<file path="config.mk">
export PLATFORM = sky130hd
export DESIGN_NAME = gpio_port_with_edge_interrupts
export DESIGN_NICKNAME = d
export VERILOG_FILES = /design/src/gpioei_pkg.sv /design/src/gpio_port_with_edge_interrupts.sv /design/src/gpioei_port_ram.sv /design/src/gpioei_edge.sv
export SDC_FILE = /design/constraint.sdc
export NUM_CORES = 2
export LEC_CHECK = 0
export BUFFER_PORTS_ARGS = -buffer_cell sky130_fd_sc_hd__buf_2
export CAP_MARGIN = 30
export CORE_MARGIN = 2
export CORE_UTILIZATION = 55
export CTS_BUF_LIST = sky130_fd_sc_hd__clkbuf_8 sky130_fd_sc_hd__clkbuf_16
export DETAILED_ROUTE_END_ITERATION = 6
export PLACE_DENSITY = 0.76
export SLEW_MARGIN = 20
export SYNTH_ARGS = -nofsm -noshare
export SYNTH_HDL_FRONTEND = slang
export SYNTH_SLANG_ARGS = --single-unit
</file>
<file path="constraint.sdc">
create_clock -name i_clk -period 12.75 [get_ports i_clk]
set_clock_uncertainty 0.1 [all_clocks]
set_input_delay 0.6375 -clock i_clk [delete_from_list [all_inputs] [get_ports i_clk]]
set_output_delay 0.6375 -clock i_clk [all_outputs]
set_load 0.02 [all_outputs]
</file>
<file path="src/gpioei_pkg.sv">
// Package with the command and register codes shared by the GPIO block files.
`timescale 1ns / 1ps

package gpioei_pkg;

    // Width of a bus data word and of a pin-level word on the stream ports.
    localparam int DATA_W = 32;

    // Widths of the control fields carried in the input tuser.
    localparam int CMD_W  = 2;
    localparam int PORT_W = 3;
    localparam int REG_W  = 4;

    // Command codes.
    localparam logic [CMD_W-1:0] CMD_READ   = 2'd0;
    localparam logic [CMD_W-1:0] CMD_WRITE  = 2'd1;
    localparam logic [CMD_W-1:0] CMD_SAMPLE = 2'd2;

    // Register select codes.
    localparam logic [REG_W-1:0] REG_DIR       = 4'd0;
    localparam logic [REG_W-1:0] REG_SET       = 4'd1;
    localparam logic [REG_W-1:0] REG_CLR       = 4'd2;
    localparam logic [REG_W-1:0] REG_PIN       = 4'd3;
    localparam logic [REG_W-1:0] REG_RISE_EN   = 4'd4;
    localparam logic [REG_W-1:0] REG_FALL_EN   = 4'd5;
    localparam logic [REG_W-1:0] REG_RISE_STAT = 4'd6;
    localparam logic [REG_W-1:0] REG_FALL_STAT = 4'd7;
    localparam logic [REG_W-1:0] REG_INT_CLR   = 4'd8;
    localparam logic [REG_W-1:0] REG_SUMMARY   = 4'd9;

    // Ports that carry edge-detect logic, and their slot indexes.
    localparam logic [PORT_W-1:0] EDGE_PORT_A = 3'd0;
    localparam logic [PORT_W-1:0] EDGE_PORT_B = 3'd2;
    localparam int NUM_SLOTS = 2;

    // Update strobes for the edge-detect registers, already qualified by the
    // pipeline advancing.
    typedef struct packed {
        logic wr_rise_en;
        logic wr_fall_en;
        logic int_clr;
        logic sample;
        logic slot;
    } t_edge_ctl;

endpackage

</file>
<file path="src/gpio_port_with_edge_interrupts.sv">
// Top level of the GPIO block: access pipeline, port state memory and edge logic.
`timescale 1ns / 1ps

// Channel   Dir  Group                 Contents
// input     in   s_axis_*  tdata 64    access or pin-sample beat
//                          tuser 9     cmd, port, reg_sel
// result    out  m_axis_*  tdata 40    read_data and irq
//
// One beat is taken per clock while the result is not stalled. A beat is accepted
// into the first stage, which issues the read of the port state memory; as the
// beat leaves that stage, the entry (or the value just written by the previous
// beat, forwarded) is modified and written back, and the result lands in the
// output register. The memory's single read and single write port set this rate.
// Reset clears the valid bits of the port memory and the edge registers at once,
// so beats are accepted from the first cycle after reset. A stalled result holds
// the output register; the first stage then holds its beat and read data too.

module gpio_port_with_edge_interrupts
    import gpioei_pkg::*;
#(
    parameter int NUM_PORTS  = 6,
    parameter int PORT_WIDTH = 32
) (
    input  logic        i_clk,
    input  logic        i_rst_n,
    input  logic        s_axis_tvalid,
    output logic        s_axis_tready,
    // [31:0] write_data, [63:32] pin_levels
    input  logic [63:0] s_axis_tdata,
    // [1:0] cmd, [4:2] port, [8:5] reg_sel
    input  logic [8:0]  s_axis_tuser,
    output logic        m_axis_tvalid,
    input  logic        m_axis_tready,
    // [31:0] read_data, [32] irq, [39:33] zero
    output logic [39:0] m_axis_tdata
);

    localparam int AW = (NUM_PORTS > 1) ? $clog2(NUM_PORTS) : 1;
    localparam int PW = PORT_WIDTH;
    localparam int EW = 3 * PW;

    // Input beat fields.
    logic [CMD_W-1:0]  in_cmd;
    logic [PORT_W-1:0] in_port;
    logic [REG_W-1:0]  in_reg;
    logic              in_range;
    logic              in_acc;

    assign in_cmd   = s_axis_tuser[1:0];
    assign in_port  = s_axis_tuser[4:2];
    assign in_reg   = s_axis_tuser[8:5];
    assign in_range = {1'b0, in_port} < (PORT_W + 1)'(NUM_PORTS);
    assign in_acc   = s_axis_tvalid && s_axis_tready;

    // First stage: the beat waiting for its memory read data.
    logic              r_s1_valid;
    logic [CMD_W-1:0]  r_s1_cmd;
    logic [PORT_W-1:0] r_s1_port;
    logic [REG_W-1:0]  r_s1_reg;
    logic [PW-1:0]     r_s1_wd;
    logic [PW-1:0]     r_s1_lv;
    logic              r_fwd_hit;
    logic [EW-1:0]     r_fwd_data;

    // Output register.
    logic              r_out_valid;
    logic [DATA_W-1:0] r_out_rd;
    logic              r_out_irq;

    logic s1_adv;
    assign s1_adv        = r_s1_valid && (!r_out_valid || m_axis_tready);
    assign s_axis_tready = !r_s1_valid || s1_adv;

    // Port state memory.
    logic [EW-1:0] ram_rd_data;
    logic          ram_we;
    logic [AW-1:0] ram_wr_addr;
    logic [EW-1:0] ram_wr_data;

    gpioei_port_ram #(
        .DEPTH (NUM_PORTS),
        .AW    (AW),
        .DW    (EW)
    ) u_ram (
        .i_clk     (i_clk),
        .i_rst_n   (i_rst_n),
        .i_rd_en   (in_acc && in_range),
        .i_rd_addr (in_port[AW-1:0]),
        .o_rd_data (ram_rd_data),
        .i_wr_en   (ram_we),
        .i_wr_addr (ram_wr_addr),
        .i_wr_data (ram_wr_data)
    );

    // Current entry of the first-stage beat: the memory word, or the word the
    // previous beat wrote back in the same cycle the read was issued.
    logic [EW-1:0] s1_ent;
    logic [PW-1:0] cur_dir, cur_lat, cur_smp;
    logic [PW-1:0] n_dir, n_lat, n_smp;
    logic          s1_range;
    logic          s1_edge;

    assign s1_ent   = r_fwd_hit ? r_fwd_data : ram_rd_data;
    assign cur_dir  = s1_ent[PW-1:0];
    assign cur_lat  = s1_ent[2*PW-1:PW];
    assign cur_smp  = s1_ent[3*PW-1:2*PW];
    assign s1_range = {1'b0, r_s1_port} < (PORT_W + 1)'(NUM_PORTS);
    assign s1_edge  = (r_s1_port == EDGE_PORT_A) || (r_s1_port == EDGE_PORT_B);

    // Modified entry.
    always_comb begin
        n_dir = cur_dir;
        n_lat = cur_lat;
        n_smp = cur_smp;
        if (r_s1_cmd == CMD_WRITE) begin
            case (r_s1_reg)
                REG_DIR: n_dir = r_s1_wd;
                REG_SET: n_lat = cur_lat | r_s1_wd;
                REG_CLR: n_lat = cur_lat & ~r_s1_wd;
                REG_PIN: n_lat = r_s1_wd;
                default: ;
            endcase
        end else if (r_s1_cmd == CMD_SAMPLE) begin
            n_smp = r_s1_lv;
        end
    end

    assign ram_we      = s1_adv && s1_range &&
                         ((r_s1_cmd == CMD_WRITE) || (r_s1_cmd == CMD_SAMPLE));
    assign ram_wr_addr = r_s1_port[AW-1:0];
    assign ram_wr_data = {n_smp, n_lat, n_dir};

    // Edge-detect logic for ports 0 and 2.
    t_edge_ctl             edge_ctl;
    logic [PW-1:0]         e_rise_en, e_fall_en, e_rise_stat, e_fall_stat;
    logic [NUM_SLOTS-1:0]  e_pending;
    logic                  e_irq_next;
    logic                  s1_wr;

    assign s1_wr = s1_adv && s1_edge && (r_s1_cmd == CMD_WRITE);

    always_comb begin
        edge_ctl.wr_rise_en = s1_wr && (r_s1_reg == REG_RISE_EN);
        edge_ctl.wr_fall_en = s1_wr && (r_s1_reg == REG_FALL_EN);
        edge_ctl.int_clr    = s1_wr && (r_s1_reg == REG_INT_CLR);
        edge_ctl.sample     = s1_adv && s1_edge && (r_s1_cmd == CMD_SAMPLE);
        edge_ctl.slot       = (r_s1_port == EDGE_PORT_B);
    end

    gpioei_edge #(
        .PW (PW)
    ) u_edge (
        .i_clk       (i_clk),
        .i_rst_n     (i_rst_n),
        .i_ctl       (edge_ctl),
        .i_wdata     (r_s1_wd),
        .i_old_lvl   (cur_smp),
        .i_new_lvl   (r_s1_lv),
        .o_rise_en   (e_rise_en),
        .o_fall_en   (e_fall_en),
        .o_rise_stat (e_rise_stat),
        .o_fall_stat (e_fall_stat),
        .o_pending   (e_pending),
        .o_irq_next  (e_irq_next)
    );

    // Read data. The summary register answers whatever the port number is.
    logic [DATA_W-1:0] s1_rd;
    logic [PW-1:0]     reg_val;

    always_comb begin
        reg_val = '0;
        case (r_s1_reg)
            REG_DIR:       reg_val = cur_dir;
            REG_SET:       reg_val = cur_lat;
            REG_PIN:       reg_val = (cur_lat & cur_dir) | (cur_smp & ~cur_dir);
            REG_RISE_EN:   reg_val = s1_edge ? e_rise_en : '0;
            REG_FALL_EN:   reg_val = s1_edge ? e_fall_en : '0;
            REG_RISE_STAT: reg_val = s1_edge ? e_rise_stat : '0;
            REG_FALL_STAT: reg_val = s1_edge ? e_fall_stat : '0;
            default:       reg_val = '0;
        endcase
        s1_rd = '0;
        if (r_s1_cmd == CMD_READ) begin
            if (r_s1_reg == REG_SUMMARY) begin
                s1_rd[0] = e_pending[0];
                s1_rd[2] = e_pending[1];
            end else if (s1_range) begin
                s1_rd = DATA_W'(reg_val);
            end
        end
    end

    // First-stage registers. The forward flag and word follow the beat, so
    // they stay put with it while the output is stalled.
    always_ff @(posedge i_clk) begin
        if (!i_rst_n) begin
            r_s1_valid <= 1'b0;
            r_fwd_hit  <= 1'b0;
        end else begin
            if (in_acc) begin
                r_s1_valid <= 1'b1;
                r_fwd_hit  <= ram_we && (ram_wr_addr == in_port[AW-1:0]);
            end else if (s1_adv) begin
                r_s1_valid <= 1'b0;
            end
        end
    end

    always_ff @(posedge i_clk) begin
        if (in_acc) begin
            r_s1_cmd   <= in_cmd;
            r_s1_port  <= in_port;
            r_s1_reg   <= in_reg;
            r_s1_wd    <= s_axis_tdata[PW-1:0];
            r_s1_lv    <= s_axis_tdata[DATA_W+PW-1:DATA_W];
            r_fwd_data <= ram_wr_data;
        end
    end

    // Output register.
    always_ff @(posedge i_clk) begin
        if (!i_rst_n) begin
            r_out_valid <= 1'b0;
        end else if (s1_adv) begin
            r_out_valid <= 1'b1;
        end else if (m_axis_tready) begin
            r_out_valid <= 1'b0;
        end
    end

    always_ff @(posedge i_clk) begin
        if (s1_adv) begin
            r_out_rd  <= s1_rd;
            r_out_irq <= e_irq_next;
        end
    end

    assign m_axis_tvalid = r_out_valid;
    assign m_axis_tdata  = {7'd0, r_out_irq, r_out_rd};

endmodule

</file>
<file path="src/gpioei_port_ram.sv">
// Per-port state memory: direction, output latch and sampled level of each port.
`timescale 1ns / 1ps

module gpioei_port_ram
    import gpioei_pkg::*;
#(
    parameter int DEPTH = 6,
    parameter int AW    = 3,
    parameter int DW    = 96
) (
    input  logic          i_clk,
    input  logic          i_rst_n,
    input  logic          i_rd_en,
    input  logic [AW-1:0] i_rd_addr,
    output logic [DW-1:0] o_rd_data,
    input  logic          i_wr_en,
    input  logic [AW-1:0] i_wr_addr,
    input  logic [DW-1:0] i_wr_data
);

    logic [DW-1:0] r_mem [DEPTH];
    logic [DEPTH-1:0] r_vld;
    logic [DW-1:0] r_rd_data;

    // An entry never written since reset reads as zero.
    always_ff @(posedge i_clk) begin
        if (!i_rst_n) begin
            r_vld <= '0;
        end else if (i_wr_en) begin
            r_vld[i_wr_addr] <= 1'b1;
        end
    end

    always_ff @(posedge i_clk) begin
        if (i_wr_en) begin
            r_mem[i_wr_addr] <= i_wr_data;
        end
        if (i_rd_en) begin
            r_rd_data <= r_vld[i_rd_addr] ? r_mem[i_rd_addr] : '0;
        end
    end

    assign o_rd_data = r_rd_data;

endmodule

</file>
<file path="src/gpioei_edge.sv">
// Edge-detect enables and sticky status bits of the two interrupt ports.
`timescale 1ns / 1ps

module gpioei_edge
    import gpioei_pkg::*;
#(
    parameter int PW = 32
) (
    input  logic          i_clk,
    input  logic          i_rst_n,
    input  t_edge_ctl     i_ctl,
    input  logic [PW-1:0] i_wdata,
    input  logic [PW-1:0] i_old_lvl,
    input  logic [PW-1:0] i_new_lvl,
    output logic [PW-1:0] o_rise_en,
    output logic [PW-1:0] o_fall_en,
    output logic [PW-1:0] o_rise_stat,
    output logic [PW-1:0] o_fall_stat,
    output logic [NUM_SLOTS-1:0] o_pending,
    output logic          o_irq_next
);

    logic [PW-1:0] r_rise_en   [NUM_SLOTS];
    logic [PW-1:0] r_fall_en   [NUM_SLOTS];
    logic [PW-1:0] r_rise_stat [NUM_SLOTS];
    logic [PW-1:0] r_fall_stat [NUM_SLOTS];
    logic [PW-1:0] n_rise_stat [NUM_SLOTS];
    logic [PW-1:0] n_fall_stat [NUM_SLOTS];

    always_comb begin
        for (int s = 0; s < NUM_SLOTS; s++) begin
            n_rise_stat[s] = r_rise_stat[s];
            n_fall_stat[s] = r_fall_stat[s];
            if (i_ctl.slot == 1'(s)) begin
                if (i_ctl.sample) begin
                    n_rise_stat[s] = r_rise_stat[s] | (~i_old_lvl & i_new_lvl & r_rise_en[s]);
                    n_fall_stat[s] = r_fall_stat[s] | (i_old_lvl & ~i_new_lvl & r_fall_en[s]);
                end else if (i_ctl.int_clr) begin
                    n_rise_stat[s] = r_rise_stat[s] & ~i_wdata;
                    n_fall_stat[s] = r_fall_stat[s] & ~i_wdata;
                end
            end
        end
    end

    always_ff @(posedge i_clk) begin
        if (!i_rst_n) begin
            for (int s = 0; s < NUM_SLOTS; s++) begin
                r_rise_en[s]   <= '0;
                r_fall_en[s]   <= '0;
                r_rise_stat[s] <= '0;
                r_fall_stat[s] <= '0;
            end
        end else begin
            for (int s = 0; s < NUM_SLOTS; s++) begin
                r_rise_stat[s] <= n_rise_stat[s];
                r_fall_stat[s] <= n_fall_stat[s];
                if (i_ctl.slot == 1'(s) && i_ctl.wr_rise_en) begin
                    r_rise_en[s] <= i_wdata;
                end
                if (i_ctl.slot == 1'(s) && i_ctl.wr_fall_en) begin
                    r_fall_en[s] <= i_wdata;
                end
            end
        end
    end

    assign o_rise_en   = r_rise_en[i_ctl.slot];
    assign o_fall_en   = r_fall_en[i_ctl.slot];
    assign o_rise_stat = r_rise_stat[i_ctl.slot];
    assign o_fall_stat = r_fall_stat[i_ctl.slot];

    always_comb begin
        o_irq_next = 1'b0;
        for (int s = 0; s < NUM_SLOTS; s++) begin
            o_pending[s] = |(r_rise_stat[s] | r_fall_stat[s]);
            o_irq_next   = o_irq_next | (|(n_rise_stat[s] | n_fall_stat[s]));
        end
    end

endmodule

</file>
=== Word level (Yosys, flattened, before mapping) ===
Memories as Yosys holds them, arrays and structs flattened. A register that Yosys moved wholly into a read port is not among the register bits.
Index checks and enable logic that the tools add are counted.

* Bits in writable memories: 832
* Bits of input ports: 77
* Bits in registers: 211
* Word-level logic and storage cells: 169
* Memories kept: 5
* Output and inout bits: 42

{| class="wikitable"
|+ Memories
! name !! words !! width !! rd ports !! clocked after Yosys merged registers in !! write ports !! line !! text
|-
| u_ram.r_mem || 6 || 96 || 1 || 1 || 1 || gpioei_port_ram.sv:21 || <nowiki>logic [DW-1:0] r_mem [DEPTH];</nowiki>
|-
| u_edge.r_fall_en || 2 || 32 || 3 || 0 || 2 || gpioei_edge.sv:24 || <nowiki>logic [PW-1:0] r_fall_en [NUM_SLOTS];</nowiki>
|-
| u_edge.r_fall_stat || 2 || 32 || 3 || 0 || 2 || gpioei_edge.sv:26 || <nowiki>logic [PW-1:0] r_fall_stat [NUM_SLOTS];</nowiki>
|-
| u_edge.r_rise_en || 2 || 32 || 3 || 0 || 2 || gpioei_edge.sv:23 || <nowiki>logic [PW-1:0] r_rise_en [NUM_SLOTS];</nowiki>
|-
| u_edge.r_rise_stat || 2 || 32 || 3 || 0 || 2 || gpioei_edge.sv:25 || <nowiki>logic [PW-1:0] r_rise_stat [NUM_SLOTS];</nowiki>
|}

* Eq/ne operators: 13
* $lt $le $gt $ge: 5
* Reductions and logical operators: 34
* Muxes and demuxes: 59
* Bitwise gates (word level): 40

{| class="wikitable"
|+ Operators by type and width
! kind !! count
|-
| 32-bit 2-to-1 mux || 29
|-
| 32-bit AND || 13
|-
| 32-bit OR || 10
|-
| 32-bit case mux with 7 select lines || 1
|-
| 32-bit inverter || 4
|-
| 32-bit OR reduction || 4
|-
| 96-bit 2-to-1 mux || 1
|-
| 32-bit case mux with 3 select lines || 1
|-
| 1-bit 2-to-1 mux || 24
|-
| 1-bit logical AND || 17
|-
| 4-bit by 3-bit == test with 1-bit output, second input constant || 4
|-
| 1-bit OR || 9
|-
| 4-bit by 2-bit == test with 1-bit output, second input constant || 2
|-
| 4-bit == test, second input constant || 2
|-
| 3-bit by 4-bit less-than comparator with 1-bit output, second input constant || 2
|-
| 3-bit less-than comparator, second input constant || 2
|-
| 6-bit OR || 1
|-
| 4-bit by 1-bit == test with 1-bit output, second input constant || 1
|-
| 4-bit zero test || 1
|-
| 1-bit logical OR || 4
|-
| 2-bit nonzero test || 2
|-
| 1-bit binary-select mux with 3-bit select || 1
|-
| 1-bit demux with 3-bit select || 1
|-
| 3-bit by 2-bit == test with 1-bit output, second input constant || 1
|-
| 10 further kinds || 14
|}

=== Longest topological paths before layout ===
* Depth in word-level cells: 12
* Mapped depth: 12
* Mapped depth without buffers: 10

=== Cells and area by module ===
From an unflattened synthesis, not the netlist that was laid out.

* Cells, all modules: 3237
* Area, all modules: 48627.9 µm²

{| class="wikitable"
|+ Modules (own cells, without submodules)
! module !! area each (µm²) !! cells an instance !! seq. area each (µm²) !! instances
|-
| gpioei_port_ram || 25538.2 || 1259 || 20299.5 || 1
|-
| gpioei_edge || 12014.0 || 1121 || 6406.1 || 1
|-
| gpio_port_with_edge_interrupts || 11075.6 || 857 || 6125.9 || 1
|}

=== Worst setup path after synthesis ===
No wires, ideal clock.

* Path kind: input port to flip-flop
* From: input m_axis_tready
* To: memory u_ram.r_mem[0][0], enable pin
* Setup slack: 81 ps
* Stages on the path: 4
* Data arrival time: 11775 ps
* Setup time: 794 ps
* Required time: 11856 ps
* Buffers on the path: 0
* Path through: nor2b_1 -> nor2_1 -> nand2_1 -> nor4_1

* Word-level cells in the longest chain between the ends: 6

{| class="wikitable"
|+ RTL lines
! what !! line !! text
|-
| start, declared || gpio_port_with_edge_interrupts.sv:33 || <nowiki>input logic m_axis_tready,</nowiki>
|-
| 1-bit logical OR || gpio_port_with_edge_interrupts.sv:71 || <nowiki>assign s1_adv = r_s1_valid && (!r_out_valid || m_axis_tready);</nowiki>
|-
| 1-bit logical AND || gpio_port_with_edge_interrupts.sv:71 ||
|-
| named net s1_adv || gpio_port_with_edge_interrupts.sv:70 || <nowiki>logic s1_adv;</nowiki>
|-
| 1-bit logical AND (2 in series) || gpio_port_with_edge_interrupts.sv:128 || <nowiki>assign ram_we = s1_adv && s1_range &&</nowiki>
|-
| 1-bit 2-to-1 mux || gpioei_port_ram.sv:35 || <nowiki>if (i_wr_en) begin</nowiki>
|-
| 1-bit 2-to-1 mux (implied by the code) || gpioei_port_ram.sv:36 || <nowiki>r_mem[i_wr_addr] <= i_wr_data;</nowiki>
|-
| end, declared || gpioei_port_ram.sv:21 ||
|}

The timed path passes the listed nets, and every way through them passes these cells.

=== Final worst setup path ===
* From: register r_s1_port[0]
* To: register r_out_irq (data pin)

* Word-level cells in the longest chain between the ends: 11
* Elaborated cells between the ends (all ways): 24
* Those cells by class: 1 x eq/ne; 12 x mux; 3 x bitwise; 8 x reduce/logical

{| class="wikitable"
|+ RTL lines
! what !! line !! text
|-
| start, declared || gpio_port_with_edge_interrupts.sv:58 || <nowiki>logic [PORT_W-1:0] r_s1_port;</nowiki>
|-
| start signal, assigned || gpio_port_with_edge_interrupts.sv:213 || <nowiki>r_s1_port <= in_port;</nowiki>
|-
| 3-bit by 2-bit == test with 1-bit output or 3-bit zero test (tied branches) || gpio_port_with_edge_interrupts.sv:108, gpio_port_with_edge_interrupts.sv:147 ||
|-
| 1-bit logical OR || gpio_port_with_edge_interrupts.sv:108 || <nowiki>assign s1_edge = (r_s1_port == EDGE_PORT_A) || (r_s1_port == EDGE_PORT_B);</nowiki>
|-
| 1-bit logical AND || gpio_port_with_edge_interrupts.sv:140, gpio_port_with_edge_interrupts.sv:146 ||
|-
| 1-bit logical AND || gpio_port_with_edge_interrupts.sv:140 || <nowiki>assign s1_wr = s1_adv && s1_edge && (r_s1_cmd == CMD_WRITE);</nowiki>
|-
| 1-bit logical AND || gpio_port_with_edge_interrupts.sv:145 || <nowiki>edge_ctl.int_clr = s1_wr && (r_s1_reg == REG_INT_CLR);</nowiki>
|-
| 32-bit 2-to-1 mux || gpioei_edge.sv:38 || <nowiki>end else if (i_ctl.int_clr) begin</nowiki>
|-
| 32-bit 2-to-1 mux || gpioei_edge.sv:35 || <nowiki>if (i_ctl.sample) begin</nowiki>
|-
| 32-bit 2-to-1 mux || gpioei_edge.sv:34 || <nowiki>if (i_ctl.slot == 1'(s)) begin</nowiki>
|-
| 32-bit OR || gpioei_edge.sv:77 || <nowiki>o_irq_next = o_irq_next | (|(n_rise_stat[s] | n_fall_stat[s]));</nowiki>
|-
| 32-bit OR reduction || gpioei_edge.sv:77 ||
|-
| 1-bit OR * || gpioei_edge.sv:77 ||
|-
| named net e_irq_next || gpio_port_with_edge_interrupts.sv:137 || <nowiki>logic e_irq_next;</nowiki>
|-
| end signal, assigned || gpio_port_with_edge_interrupts.sv:235 || <nowiki>r_out_irq <= e_irq_next;</nowiki>
|-
| end, declared || gpio_port_with_edge_interrupts.sv:68 || <nowiki>logic r_out_irq;</nowiki>
|}

Mark *: on every way through the listed nets, which the timed path passes. The rest lies on a longest branch.
A chain may end at the register's enable or synchronous reset.

==> flow_metrics.tcl <==
set metrics [dict create \
    report.final.hold_viol_count 0 \
    chipWidth_um 298 \
    slew_at_the_pin_closest_to_its_max_slew_limit_ns 1.08 \
    grt_use_met2 0.470 \
    layout.core_utilization 0.624 \
    worst_hold_startpoint "s_axis_tdata[8]" \
    yosys_warnings 0 \
    cts_made_buffers 110 \
    met1_usage 0.416 \
    cp-start-kind "flip-flop" \
    synth_ff_type "edfxtp_1" \
    grt_antenna_before_repair 2 \
    ys_async_sr_fraction 0 \
    timing.critical_path.required_ns 13.08 \
    gr-usage-all-layers 0.297 \
    dpl.hpwl_mm 84.1 \
    global_route_wire_length_before_repair_mm 196 \
    syn2layout_area_growth_pct 12.3 \
    worst_slew_margin_rel 0.270 \
    busiest_layer "met2" \
    critical_path.startpoint "r_s1_port[0]" \
    cts_resized 0 \
    grt_start_max_net_pins 96 \
    min_delay_worst_endpoint "r_s1_wd[8]" \
    io_pins 119 \
    final_max_slew_viol_count 0 \
    critical-path-max-stage-delay_ns 0.81 \
    synth.yosys.seq_area_share 0.693 \
    rows 107 \
    achievable-frequency_ghz 0.207 \
    wirelength_mm 133 \
    most_common_cell_after_layout_fill_and_taps_aside "edfxtp_1" \
    critical_path_buf_inv_count 1 \
    failed_checks "design-rule violations" \
    reg2reg_setup_slack_ns 7.91 \
    synth_enable_flop_cells 1002 \
    timing.final.crit_period_ns 4.84 \
    final_net_count 3397 \
    synth.top_cells.by_area "edfxtp_1 (63%), mux2i_1 (6.6%), dfxtp_1 (5.8%)" \
    peakVddDrop_v 0.000137 \
    floorplan.core_area_mm2 0.0853 \
    setup_viol 0 \
    rr_endpoint "r_out_irq" \
    muxShareOfSynthArea 0.120 \
    postRouteAntennaNets 0 \
    synth_top_cell_area_share 0.635 \
    cts_setup_buffers 0 \
    post_drt_via_cell_ratio 6.66 \
    start_util 0.556 \
    r2r_cells 9 \
    cts.path.max_buffers 3 \
    grt_setup_unrepaired "false" \
    setup_tns_ns 0 \
    met3_usage 0.0505 \
    routed_wire_length_per_instance_um 29.2 \
    detail_route.drc_violations 13 \
    synth.avg_cell_area_um2 14.6 \
    die_h_um 298 \
    cp_max_fo 64 \
    syn-instance-count 3237 \
    largest_register_ff_count 576 \
    clock-root-buffer "clkbuf_16" \
    worst_path_dominant_cell_family "simple AND/OR/NAND/NOR gates" \
    drt-initial-drc-count 3565 \
    outcome "finished with violations" \
    layout_common_cells "edfxtp_1 (1002), mux2i_1 (313), nor2_1 (256), a21oi_1 (256), and2_1 (178)" \
    detail_route.first_pass.iterations 7 \
    clock_insertion_delay_worst_skew_ns 0.70 \
    finalWeightedCongestion 1.06 \
    mappedNetlistArea_mm2 0.0474 \
    fp.dieArea_mm2 0.0885 \
    path_cells "nor2_8, nand4_4, nor4b_4, buf_4, a21oi_1, nor4_1, o2111ai_1, nor4_1, nand4_1" \
    timing.rr.start "r_s1_port[0]" \
    synth_top_family_by_area "multiplexers" \
    layout-drive-gt1-share 0.149 \
    element_type_at_the_critical_path_end "flip-flop" \
    synth.lib_cells_used.distinct 55 \
    synth_simple_gate_area_frac 0.0736 \
    clock_tree_from_tritoncts "done" \
    critPathSlowestCell "nor4_1" \
    yosys.area_share.adder 0.000792 \
    cts.clk_slew.worst_paths_ns 0.07 \
    h-tree-depth 3 \
    power.static_leakage_nw 18.7 \
    yosys_register_bits 1139 \
    clock_sinks 1139 \
    crit_path_class "reg2reg" \
    worst_path_most_repeated_cell "nor4_1" \
    max_cap_viol_count 0 \
    via_count_of_the_first_global_routing_pass 29435 \
    worstPathArrival_ns 5.16 \
    hold-path-cell-count 1 \
    yosys.area.top_type "edfxtp_1" \
    num_vias 30352 \
    largest_register "u_ram.r_mem" \
    min-delay-path-class "in2reg" \
    stdcell_area_mm2 0.0532 \
    grt_overflow_total 0 \
    area_fraction_in_compound_gates_after_synthesis 0.0906 \
    total_cell_area_at_the_placement_stage_mm2 0.0492 \
    power_density_mw_per_mm2 150 \
    io_buffer_count 111 \
    post-route-period-util 0.379 \
    synthXorXnorAreaFrac 0.000370 \
]
[cell type report]
class / count / area [um2]
multi-input cells: 1854 / 13800
flip-flops and latches: 1139 / 32800
clock inverters: 94 / 951
repair buffers: 203 / 1400
diodes: 1 / 2.50
well taps: 1144 / 1430
inverters: 9 / 41.3
fillers: 6176 / 32100
clock buffers: 113 / 2810
[worst register-to-register path, delay by kind of cell, from the launching register on]
family | cells | cell delay, ns
buffers and inverters | 1 | 0.66
flip-flops | 1 | 0.59
AND/OR/NAND/NOR | 6 | 2.77
AO/OA/AOI/OAI | 2 | 0.45
[report_power, final]
group          total, mW  switching [mW]  internal [mW]
Clock               3.34            1.43           1.91
Sequential          4.23          0.0711           4.16
Combinational      0.395           0.269          0.127
[layer usage]
layer | routed length [um] | vias up
met5 | 13 | -
met4 | 5200 | 2
met3 | 12700 | 311
met2 | 62600 | 1852
met1 | 52600 | 15386
li1 | - | 12801
[synthesized netlist by cell type, types with 75 or more instances]
cell      number
nor2_1       261
a21oi_1      257
dfxtp_1      137
a31oi_1       75
clkbuf_1     140
o22ai_1       95
edfxtp_1    1002
nand2_1      133
and2_1       177
a211oi_1     103
mux2i_1      314
mux4_2        97
[what timing repair did]
| item | in CTS | in global routing |
|---|---|---|
| endpoints found under the setup margin | 0 | 0 |
| hold buffers | 25 | 0 |
| hold endpoints to repair | 25 | 0 |
[kinds of logic (layout without fill, tap and decap cells)]
kind of cell	Yosys count	in the layout
fa+ha+maj	3	3
compound gates	694	694
simple gates	705	705
xor+xnor	2	2
flops	1139	1139
other cells	1	8
buf+inv	250	419
mux	443	443
[per-stage QoR]
stage	hold WS, ns	total power [mW]	instances	worst slack [ns]
finish	0.00910	7.97	4557	7.91
detailed placement	0.357	4.69	4322	8.04
global placement	0.345	4.68	4319	8.08
floorplan	0.335	4.54	3243	0.0810
CTS	0.000806	7.99	4554	8.00
global route	0.00337	8.18	4556	7.78
[how the worst max path moves through the flow]
stage / end / cells after the start
4_1_cts: r_out_irq / 9
3_5_place_dp: r_out_irq / 9
5_1_grt: r_out_irq / 9
3_3_place_gp: r_out_irq / 9
6_report: r_out_irq / 9
2_1_floorplan: u_ram.r_mem[0][0] / 4
(Power assumes the default switching activity.)
